===== src/hdl/gdd_pkg.sv =====
package gdd_pkg;

	// Field widths of one beat.
	localparam int unsigned DAY_W   = 5;
	localparam int unsigned MONTH_W = 4;
	localparam int unsigned YEAR_W  = 14;
	localparam int unsigned DIFF_W  = 22;

	// Internal widths.
	localparam int unsigned QUOT_W  = 8;   // year / 100 for any 14-bit year
	localparam int unsigned PROD_W  = 27;  // 14-bit year times the reciprocal
	localparam int unsigned LEAPS_W = 11;  // leap days since the base year
	localparam int unsigned PART_W  = 9;   // month start plus day plus leap day

	// Calendar constants.
	localparam logic [YEAR_W-1:0]  BASE_YEAR         = 14'd1601;
	localparam logic [YEAR_W-1:0]  LAST_YEAR         = 14'd9999;
	localparam logic [YEAR_W-1:0]  LEAPS_BEFORE_BASE = 14'd388;
	localparam logic [MONTH_W-1:0] JANUARY           = 4'd1;
	localparam logic [MONTH_W-1:0] FEBRUARY          = 4'd2;
	localparam logic [MONTH_W-1:0] DECEMBER          = 4'd12;

	// Division by 100 as multiply and shift: exact for all 14-bit values.
	localparam logic [PROD_W-1:0] RECIP_100  = 27'd5243;
	localparam int unsigned       RECIP_SHIFT = 19;

	typedef struct packed {
		logic [DAY_W-1:0]   first_day;
		logic [MONTH_W-1:0] first_month;
		logic [YEAR_W-1:0]  first_year;
		logic [DAY_W-1:0]   second_day;
		logic [MONTH_W-1:0] second_month;
		logic [YEAR_W-1:0]  second_year;
	} dates_t;

	typedef struct packed {
		logic [DIFF_W-1:0] day_difference;
		logic              out_of_range;
	} diff_t;

	// Days of the months before the given month in a common year.
	function automatic logic [PART_W-1:0] month_start(input logic [MONTH_W-1:0] m);
		logic [PART_W-1:0] r;
		case (m)
			4'd2:    r = 9'd31;
			4'd3:    r = 9'd59;
			4'd4:    r = 9'd90;
			4'd5:    r = 9'd120;
			4'd6:    r = 9'd151;
			4'd7:    r = 9'd181;
			4'd8:    r = 9'd212;
			4'd9:    r = 9'd243;
			4'd10:   r = 9'd273;
			4'd11:   r = 9'd304;
			4'd12:   r = 9'd334;
			default: r = 9'd0;
		endcase
		return r;
	endfunction

endpackage


===== src/hdl/gregorian_date_difference_top.sv =====
// Pipeline: stages s1, s2, s3 and s4 lie between an accepted beat on dates and
// its beat on diff. Throughput: one date pair per cycle while diff_stall is low;
// each stage holds one item and moves on whenever the stage after it is empty or
// moving, so bubbles close up under stall. Reset: arst_n clears all stage valid
// bits asynchronously; data registers are not reset.
module gregorian_date_difference_top
	import gdd_pkg::*;
(
	input  logic   clk,
	input  logic   arst_n,
	input  logic   dates_valid,
	output logic   dates_stall,
	input  dates_t dates,
	output logic   diff_valid,
	input  logic   diff_stall,
	output diff_t  diff
);

	// Per-date lanes of the incoming beat.
	logic [DAY_W-1:0]   day_in  [2];
	logic [MONTH_W-1:0] mon_in  [2];
	logic [YEAR_W-1:0]  year_in [2];
	logic [1:0]         bad_in;
	logic [PROD_W-1:0]  prod_p  [2];
	logic [PROD_W-1:0]  prod_y  [2];

	// Stage registers.
	logic                v_s1, v_s2, v_s3, v_s4;
	logic                bad_s1, bad_s2, bad_s3;
	logic [DAY_W-1:0]    day_s1  [2];
	logic [MONTH_W-1:0]  mon_s1  [2];
	logic [YEAR_W-1:0]   year_s1 [2];
	logic [QUOT_W-1:0]   qp_s1   [2];
	logic [QUOT_W-1:0]   qy_s1   [2];
	logic [YEAR_W-1:0]   yoff_s2 [2];
	logic [LEAPS_W-1:0]  leaps_s2[2];
	logic [PART_W-1:0]   part_s2 [2];
	logic [DIFF_W-1:0]   num_s3  [2];
	diff_t               res_s4;

	// Stage 2, 3 and 4 combinational results.
	logic [YEAR_W-1:0]   p_c     [2];
	logic [YEAR_W-1:0]   ry_c    [2];
	logic                leap_c  [2];
	logic [YEAR_W-1:0]   leaps_c [2];
	logic [PART_W-1:0]   part_c  [2];
	logic [DIFF_W-1:0]   num_c   [2];
	logic [DIFF_W-1:0]   diff_c;

	// Stage advance: a stage loads when it is empty or its content moves on.
	logic rdy1, rdy2, rdy3, rdy4;

	assign rdy4 = !v_s4 || !diff_stall;
	assign rdy3 = !v_s3 || rdy4;
	assign rdy2 = !v_s2 || rdy3;
	assign rdy1 = !v_s1 || rdy2;
	assign dates_stall = !rdy1;

	// Stage 1 logic: range checks and, per date, the two divisions by 100.
	always_comb begin
		day_in[0]  = dates.first_day;
		mon_in[0]  = dates.first_month;
		year_in[0] = dates.first_year;
		day_in[1]  = dates.second_day;
		mon_in[1]  = dates.second_month;
		year_in[1] = dates.second_year;
		for (int i = 0; i < 2; i++) begin
			bad_in[i] = (year_in[i] < BASE_YEAR) || (year_in[i] > LAST_YEAR) ||
				(mon_in[i] < JANUARY) || (mon_in[i] > DECEMBER) || (day_in[i] == '0);
			prod_p[i] = PROD_W'(year_in[i] - 14'd1) * RECIP_100;
			prod_y[i] = PROD_W'(year_in[i]) * RECIP_100;
		end
	end

	// Stage 2 logic: leap days before the year, leap flag and day in year.
	always_comb begin
		for (int i = 0; i < 2; i++) begin
			p_c[i]     = year_s1[i] - 14'd1;
			ry_c[i]    = year_s1[i] - YEAR_W'(qy_s1[i]) * 14'd100;
			leap_c[i]  = (year_s1[i][1:0] == 2'b00) &&
				((ry_c[i] != '0) || (qy_s1[i][1:0] == 2'b00));
			leaps_c[i] = (p_c[i] >> 2) - YEAR_W'(qp_s1[i]) + YEAR_W'(qp_s1[i] >> 2)
				- LEAPS_BEFORE_BASE;
			part_c[i]  = month_start(mon_s1[i]) + PART_W'(day_s1[i]) +
				PART_W'(leap_c[i] && (mon_s1[i] > FEBRUARY));
		end
	end

	// Stage 3 logic: day number counted from the base year.
	always_comb begin
		for (int i = 0; i < 2; i++) begin
			num_c[i] = DIFF_W'(yoff_s2[i]) * 22'd365 + DIFF_W'(leaps_s2[i]) +
				DIFF_W'(part_s2[i]);
		end
	end

	// Stage 4 logic: absolute difference.
	assign diff_c = (num_s3[0] >= num_s3[1]) ? (num_s3[0] - num_s3[1]) :
		(num_s3[1] - num_s3[0]);

	// Valid bits.
	always_ff @(posedge clk or negedge arst_n) begin
		if (!arst_n) begin
			v_s1 <= 1'b0;
			v_s2 <= 1'b0;
			v_s3 <= 1'b0;
			v_s4 <= 1'b0;
		end else begin
			if (rdy1) v_s1 <= dates_valid;
			if (rdy2) v_s2 <= v_s1;
			if (rdy3) v_s3 <= v_s2;
			if (rdy4) v_s4 <= v_s3;
		end
	end

	// Data registers.
	always_ff @(posedge clk) begin
		if (rdy1 && dates_valid) begin
			bad_s1 <= |bad_in;
			for (int i = 0; i < 2; i++) begin
				day_s1[i]  <= day_in[i];
				mon_s1[i]  <= mon_in[i];
				year_s1[i] <= year_in[i];
				qp_s1[i]   <= prod_p[i][RECIP_SHIFT +: QUOT_W];
				qy_s1[i]   <= prod_y[i][RECIP_SHIFT +: QUOT_W];
			end
		end
		if (rdy2 && v_s1) begin
			bad_s2 <= bad_s1;
			for (int i = 0; i < 2; i++) begin
				yoff_s2[i]  <= year_s1[i] - BASE_YEAR;
				leaps_s2[i] <= leaps_c[i][LEAPS_W-1:0];
				part_s2[i]  <= part_c[i];
			end
		end
		if (rdy3 && v_s2) begin
			bad_s3 <= bad_s2;
			for (int i = 0; i < 2; i++) begin
				num_s3[i] <= num_c[i];
			end
		end
		if (rdy4 && v_s3) begin
			res_s4.out_of_range   <= bad_s3;
			res_s4.day_difference <= bad_s3 ? '0 : diff_c;
		end
	end

	assign diff_valid = v_s4;
	assign diff       = res_s4;

endmodule


===== config.mk =====
export PLATFORM = sky130hd
export DESIGN_NAME = gregorian_date_difference_top
export DESIGN_NICKNAME = d
export VERILOG_FILES = /design/src/hdl/gdd_pkg.sv /design/src/hdl/gregorian_date_difference_top.sv
export SDC_FILE = /design/constraint.sdc
export NUM_CORES = 2
export LEC_CHECK = 0
export BUFFER_PORTS_ARGS = -buffer_cell sky130_fd_sc_hd__buf_2
export CORE_MARGIN = 8
export CORE_UTILIZATION = 44
export DETAILED_ROUTE_END_ITERATION = 16
export PLACE_DENSITY = 0.61
export RECOVER_POWER = 100
export SKIP_LAST_GASP = 1
export SLEW_MARGIN = 5
export SYNTH_ARGS = -nofsm -noshare
export SYNTH_HDL_FRONTEND = slang
export SYNTH_SLANG_ARGS = --single-unit

===== constraint.sdc =====
create_clock -name clk -period 7 [get_ports clk]
set_clock_uncertainty 0.05 [all_clocks]
set_input_delay 1.75 -clock clk [delete_from_list [all_inputs] [get_ports clk]]
set_output_delay 1.75 -clock clk [all_outputs]
set_load 0.1 [all_outputs]

# ---- Word level (Yosys, flattened, before mapping)
# Memories as Yosys holds them, arrays and structs flattened.
# Cells that the tools add are included.
dict set report word_totals {
  reg_bits 30
  ramBits 190
  rom_bits 288
  wordCells 107
  n_memories 11
}
# name depth word_bits rd rd_clocked_by_memory_dff wr line
set mem_list {}
lappend mem_list {{(no name shown)} 16 9 1 0 0 gdd_pkg.sv:44} ;# case (m)
lappend mem_list {{(no name shown)} 16 9 1 0 0 gdd_pkg.sv:44}
lappend mem_list {num_s3 2 22 2 0 2 gregorian_date_difference_top.sv:38} ;# logic [DIFF_W-1:0] num_s3 [2];
lappend mem_list {year_s1 2 14 2 0 2 gregorian_date_difference_top.sv:32} ;# logic [YEAR_W-1:0] year_s1 [2];
lappend mem_list {yoff_s2 2 14 2 0 2 gregorian_date_difference_top.sv:35} ;# logic [YEAR_W-1:0] yoff_s2 [2];
lappend mem_list {leaps_s2 2 11 2 0 2 gregorian_date_difference_top.sv:36} ;# logic [LEAPS_W-1:0] leaps_s2[2];
lappend mem_list {{+5 memories} - - - - - -}
dict set report op_classes {
  n_addsub 24
  mul 8
  magnitude_cmp 11
  mux 7
  n_reduce_logical 37
}
# operator count
set ops {}
lappend ops {{14-bit by 13-bit multiplier with 27-bit output, second input constant} 2}
lappend ops {{15-bit by 14-bit multiplier with 27-bit output, second input constant} 2}
lappend ops {{22-bit by 11-bit adder with 22-bit output} 2}
lappend ops {{22-bit by 9-bit adder with 22-bit output} 2}
lappend ops {{14-bit by 9-bit multiplier with 22-bit output, second input constant} 2}
lappend ops {{22-bit subtractor} 2}
lappend ops {{14-bit by 1-bit subtractor with 15-bit output, second input constant} 2}
lappend ops {{14-bit > comparator, second input constant} 2}
lappend ops {{14-bit by 11-bit < comparator with 1-bit output, second input constant} 2}
lappend ops {{14-bit nonzero test} 2}
lappend ops {{14-bit by 11-bit subtractor with 14-bit output, second input constant} 2}
lappend ops {{14-bit subtractor} 2}
lappend ops {{13-bit by 1-bit subtractor with 13-bit output, second input constant} 2}
lappend ops {{8-bit by 5-bit multiplier with 12-bit output, second input constant} 2}
lappend ops {{11-bit by 7-bit adder with 11-bit output} 2}
lappend ops {{22-bit greater-or-equal comparator} 1}
lappend ops {{22-bit two-way mux} 1}
lappend ops {{11-bit by 8-bit subtractor with 11-bit output} 2}
lappend ops {{11-bit by 9-bit subtractor with 11-bit output, second input constant} 2}
lappend ops {{9-bit by 1-bit adder with 9-bit output} 2}
lappend ops {{9-bit by 5-bit adder with 9-bit output} 2}
lappend ops {{1-bit logical OR} 14}
lappend ops {{5-bit logical NOT} 2}
lappend ops {{4-bit by 2-bit > comparator with 1-bit output, second input constant} 2}
lappend ops {{7 further kinds} 29}

# ---- Logic depth before layout (Yosys ltp)
dict set report logic_depth {
  ltp_word 8
  depth_mapped 29
}

# ---- Worst setup path after synthesis
# Ideal clock, no wire load.
dict set report synth_timing {
  path_kind {in2reg}
  startpoint {input port dates[1] (netlist bit)}
  endpoint {memory qp_s1[1][7], in the netlist qp_s1[0][15] (data pin)}
  arrival_time_ns 8.900
  required_ns 6.682
  slack_ns -2.218
  path_stages 29
  path_buffers 1
  path_cell_list {inv_1 ha_1 nand2b_1 a21boi_0 o21ai_0 and3_1 clkbuf_1 nand2_1 inv_2 ha_1 inv_1 ha_1 xnor2_1 fa_1 inv_1 fa_1 inv_1 fa_1 fa_1 ha_1 a211oi_1 nand3_1 a211oi_1 nor3_1 o31a_1 o41a_1 and4_1 a2111oi_1 xnor3_1}
}
# element line
set synth_rtl {}
lappend synth_rtl {{from (decl)} gregorian_date_difference_top.sv:13} ;# input dates_t dates,
lappend synth_rtl {{to (decl)} gregorian_date_difference_top.sv:33} ;# logic [QUOT_W-1:0] qp_s1 [2];

==> flow_summary.yaml <==
die:
  num_rows: 103
  num_io_pins: 75
  core_sq_um: 79130
  dieHeight_um: 299.0
  die-area_sq_um: 89420
  die_w_um: 299.0
  initial_core_util_pct: 44.54
cells_and_area:
  fillerInstances: 7297
  final_cells: 4846
  multi_input_area_sq_um: 26060
  drive_above_1_share_pct: 11.74
  fin_nets: 4994
  syn2layout_area_growth_pct: 14.71
  seqCellArea_sq_um: 6586
clock_tree:
  ctsHtreeMaxLevel: 1
  cts_tree: "built"
  cts_buffers: 28
  clk_pin_slew_ns: 0.07
  cts_buffer_depth: 3
  clock_latency_ns: 0.56
  cts_sinks: 220
  ctsHoldBuffers: 0
  cts_root_buf: "clkbuf_16"
global_routing:
  grt_util_all_layers_pct: 16.88
  grt_pass1_wl_mm: 124.3
  overflow: 0
  grt_max_degree: 70
  grt_pass1_vias: 24640
  antenna_found_initial: 10
status:
  violations: "capacitance limit, slew limit, setup timing"
  status: "complete, but fails checks"
worst_setup_path:
  critPathRequiredTime_ns: 7.26
  endpoint_kind: "register"
  arrival_ns: 8.11
  rrSetupSlack_ns: 0.69
  critical_path_class: "in -> reg"
  cp-start-kind: "input pin"
  path_max_fanout: 4
detailed_routing:
  drt-vias-per-instance: 4.863
  drtAntennaViolNets: 0
  num_vias: 23560
  wirelength_mm: 75.19
  drtIter0Drc: 855
  routedWlPerCell_um: 15.52
  drc: 0
  first_pass_iters: 5
sta:
  fmax_mhz: 127.3
  max-slew-margin-rel_pct: -152.7
  finalCritPeriodShare_pct: 112.2
  slew_viol_final: 180
  period_needed_ns: 7.853
  hold_viol_final: 0
  setup_violations: 15
  worstMarginPinSlew_ns: 3.791
  rsz0062_at_grt: "true"
  post-route-worst-setup-slack_ns: -0.8530
yosys:
  syn_nets: 4661
  ys_types: 76
  synth-compound-area-share_pct: 7.984
  ys_warn_count: 0
  synthMuxAreaShare_pct: 0.9372
  ys_dominant_reg_cell: "edfxtp_1"
  netlist_area_sq_um: 35250
  async_flop_share_pct: 1.818
  synth_top_family_by_area: "adder cells"
  synthCells: 3436
  synth_simple_gate_area_share_pct: 6.266
  ys_seq_elements: 220
  synth_xor_area_share_pct: 5.698
  synth_edf_count: 216
  synthAdderAreaFrac_pct: 50.85
  avgSynthCellArea_sq_um: 10.26
  synth-seq-area-share_pct: 18.69
min_path:
  hp-class: "reg -> reg"
job:
  drv_cap: 4
placement:
  dp_hpwl_mm: 65.84
  dp.cells: 4755
  numPortBuffers: 74
  globalplace.congestion: 0.8584
kinds of logic after synthesis:
group / Yosys count
adders and majority gates: 1175
buffers and inverters: 896
and+or+nand+nor: 456
AOI/OAI and AO/OA: 434
xor gates and xnor gates: 226
DFF: 220
muxes: 29
metal layers:
layer	GRT usage, %	vias up	wire (um)
li1	-	11890	-
met1	23.19	11310	35790
met2	28.70	277	35210
met3	2.155	78	2672
met4	3.209	10	1446
met5	0	-	67
worst max-delay path, cell delays in order:
cell        delay (ns)
buf_8             0.08
clkinvlp_4        0.13
ha_4              0.20
a21boi_4          0.18
o21ai_4           0.08
a21boi_2          0.18
nand2_2           0.10
buf_12            0.13
xnor2_4           0.22
ha_4              0.25
fa_1              0.53
inv_2             0.05
fa_1              0.47
fa_1              0.49
inv_1             0.05
fa_1              0.49
fa_1              0.56
ha_4              0.21
a211oi_2          0.21
nand3_1           0.13
a211oi_2          0.19
nor3_2            0.08
o31a_1            0.27
o41a_1            0.34
and4_1            0.19
a2111oi_4         0.30
xnor3_1           0.25
final cells by class:
cell class,instances,area share (%)
antenna,6,0.03713
clock buffer,33,1.832
clock inverter,18,0.4270
inverter,863,8.111
multi-input combinational,2320,64.45
sequential,220,16.29
tap,1050,3.249
timing repair buffer,336,5.604
through the flow:
step	area (sq um)	setup WS, ns	hold slack, ns	util [%]	TNS (ns)
floorplan	35730	-1.276	0.3503	-	-8.240
global placement	38980	-1.593	0.3521	49.26	-16.60
detailed placement	38980	-1.686	0.3721	49.26	-17.53
CTS	40280	-0.8359	0.3753	50.90	-5.136
global route	40420	-1.087	0.3903	51.08	-8.949
finish	40430	-0.8530	0.3759	51.10	-5.803
state kept, by name, indices dropped and copies added (netlist names):
signal / cells
bad_s1: 1
bad_s2: 1
bad_s3: 1
day_s1: 10
diff: 23
diff_valid: 1
leaps_s2: 22
mon_s1: 8
num_s3: 44
part_s2: 18
qp_s1: 16
qy_s1: 16
v_s1: 1
v_s2: 1
v_s3: 1
year_s1: 28
yoff_s2: 28
path summary, 6_finish.rpt:
path                                        start                  endpoint  cells after the start
hold reg to reg                  bad_s2$_DFFE_PP_          bad_s3$_DFFE_PP_                      0
min in group asynchronous                  arst_n    diff_valid$_DFFE_PN0P_                      1
hold / removal                   bad_s2$_DFFE_PP_          bad_s3$_DFFE_PP_                      0
setup reg to reg           qy_s1[0][10]$_DFFE_PP_  part_s2[0][17]$_DFFE_PP_                     23
setup / recovery                         dates[1]    qp_s1[0][15]$_DFFE_PP_                     27
max in group asynchronous                  arst_n          v_s3$_DFFE_PN0P_                      1
cell usage in the layout (no fill, tap or decap), types with 7 or more instances in the layout:
cell type  netlist  layout
fa_1           429     426
a31oi_1         24      23
o211ai_1        16      16
o21bai_1        22      22
a21boi_0        14       9
o21ai_0         78      72
xnor2_2          0       9
nand4_1         15      15
nor3b_1          8       7
ha_4             0      21
nand3_1         46      44
xor2_1          67      67
nand2_1        110     103
or3_1            8       8
xnor2_1        157     140
nor3_1          39      37
ha_1           746     719
clkbuf_16        0      29
edfxtp_1       216     216
or2_2            9       9
and3_1          22      20
a21oi_1        125     119
xnor2_4          0       8
inv_2            1       8
o31ai_1          8       8
clkbuf_1        26      77
buf_4            1     224
nor2_1         124     122
mux2i_1         18      18
nor4_1           9       8
a21o_1          46      46
clkinv_2         0      10
buf_6            1      10
inv_1          862     847
nor2b_1         27      23
a211o_1          7       7
o21a_1          19      19
nand2b_1        14      14
buf_2            2      23
Yosys cell counts (5+ instances only):
cell type    n  area [sq um]
a2111oi_0    5         43.79
a211o_1      7         61.31
a211oi_1    10         75.07
a21boi_0    14         105.1
a21o_1      46         345.3
a21oi_1    125         625.6
a221oi_1     5         43.79
a31o_2       6         52.55
a31oi_1     24         150.1
and2_1       6         37.54
and3_1      22         137.6
clkbuf_1    26         97.59
edfxtp_1   216          6486
fa_1       429          8588
ha_1       746          9334
inv_1      862          3236
mux2_2       6         67.56
mux2i_1     18         180.2
nand2_1    110         412.9
nand2b_1    14         87.58
nand3_1     46         230.2
nand4_1     15         93.84
nor2_1     124         465.5
nor2b_1     27         168.9
nor3_1      39         195.2
nor3b_1      8         60.06
nor4_1       9         56.30
o211ai_1    16         120.1
o21a_1      19         142.6
o21ai_0     78         390.4
o21bai_1    22         165.2
o31a_1       6         52.55
o31ai_1      8         60.06
o41ai_1      6         52.55
or2_2        9         56.30
or3_1        8         50.05
or4_1        6         45.04
xnor2_1    157          1375
xor2_1      67         586.8
what timing repair did:
| action | CTS | global route |
|---|---|---|
| buffers inserted | 23 | 15 |
| gates resized for setup | 42 | 41 |
| pin swaps | 49 | 41 |
| setup endpoints to repair | 15 | 16 |
Power is not shown: default switching activity piles up to over one toggle a cycle in this logic, so the estimate is an artifact.
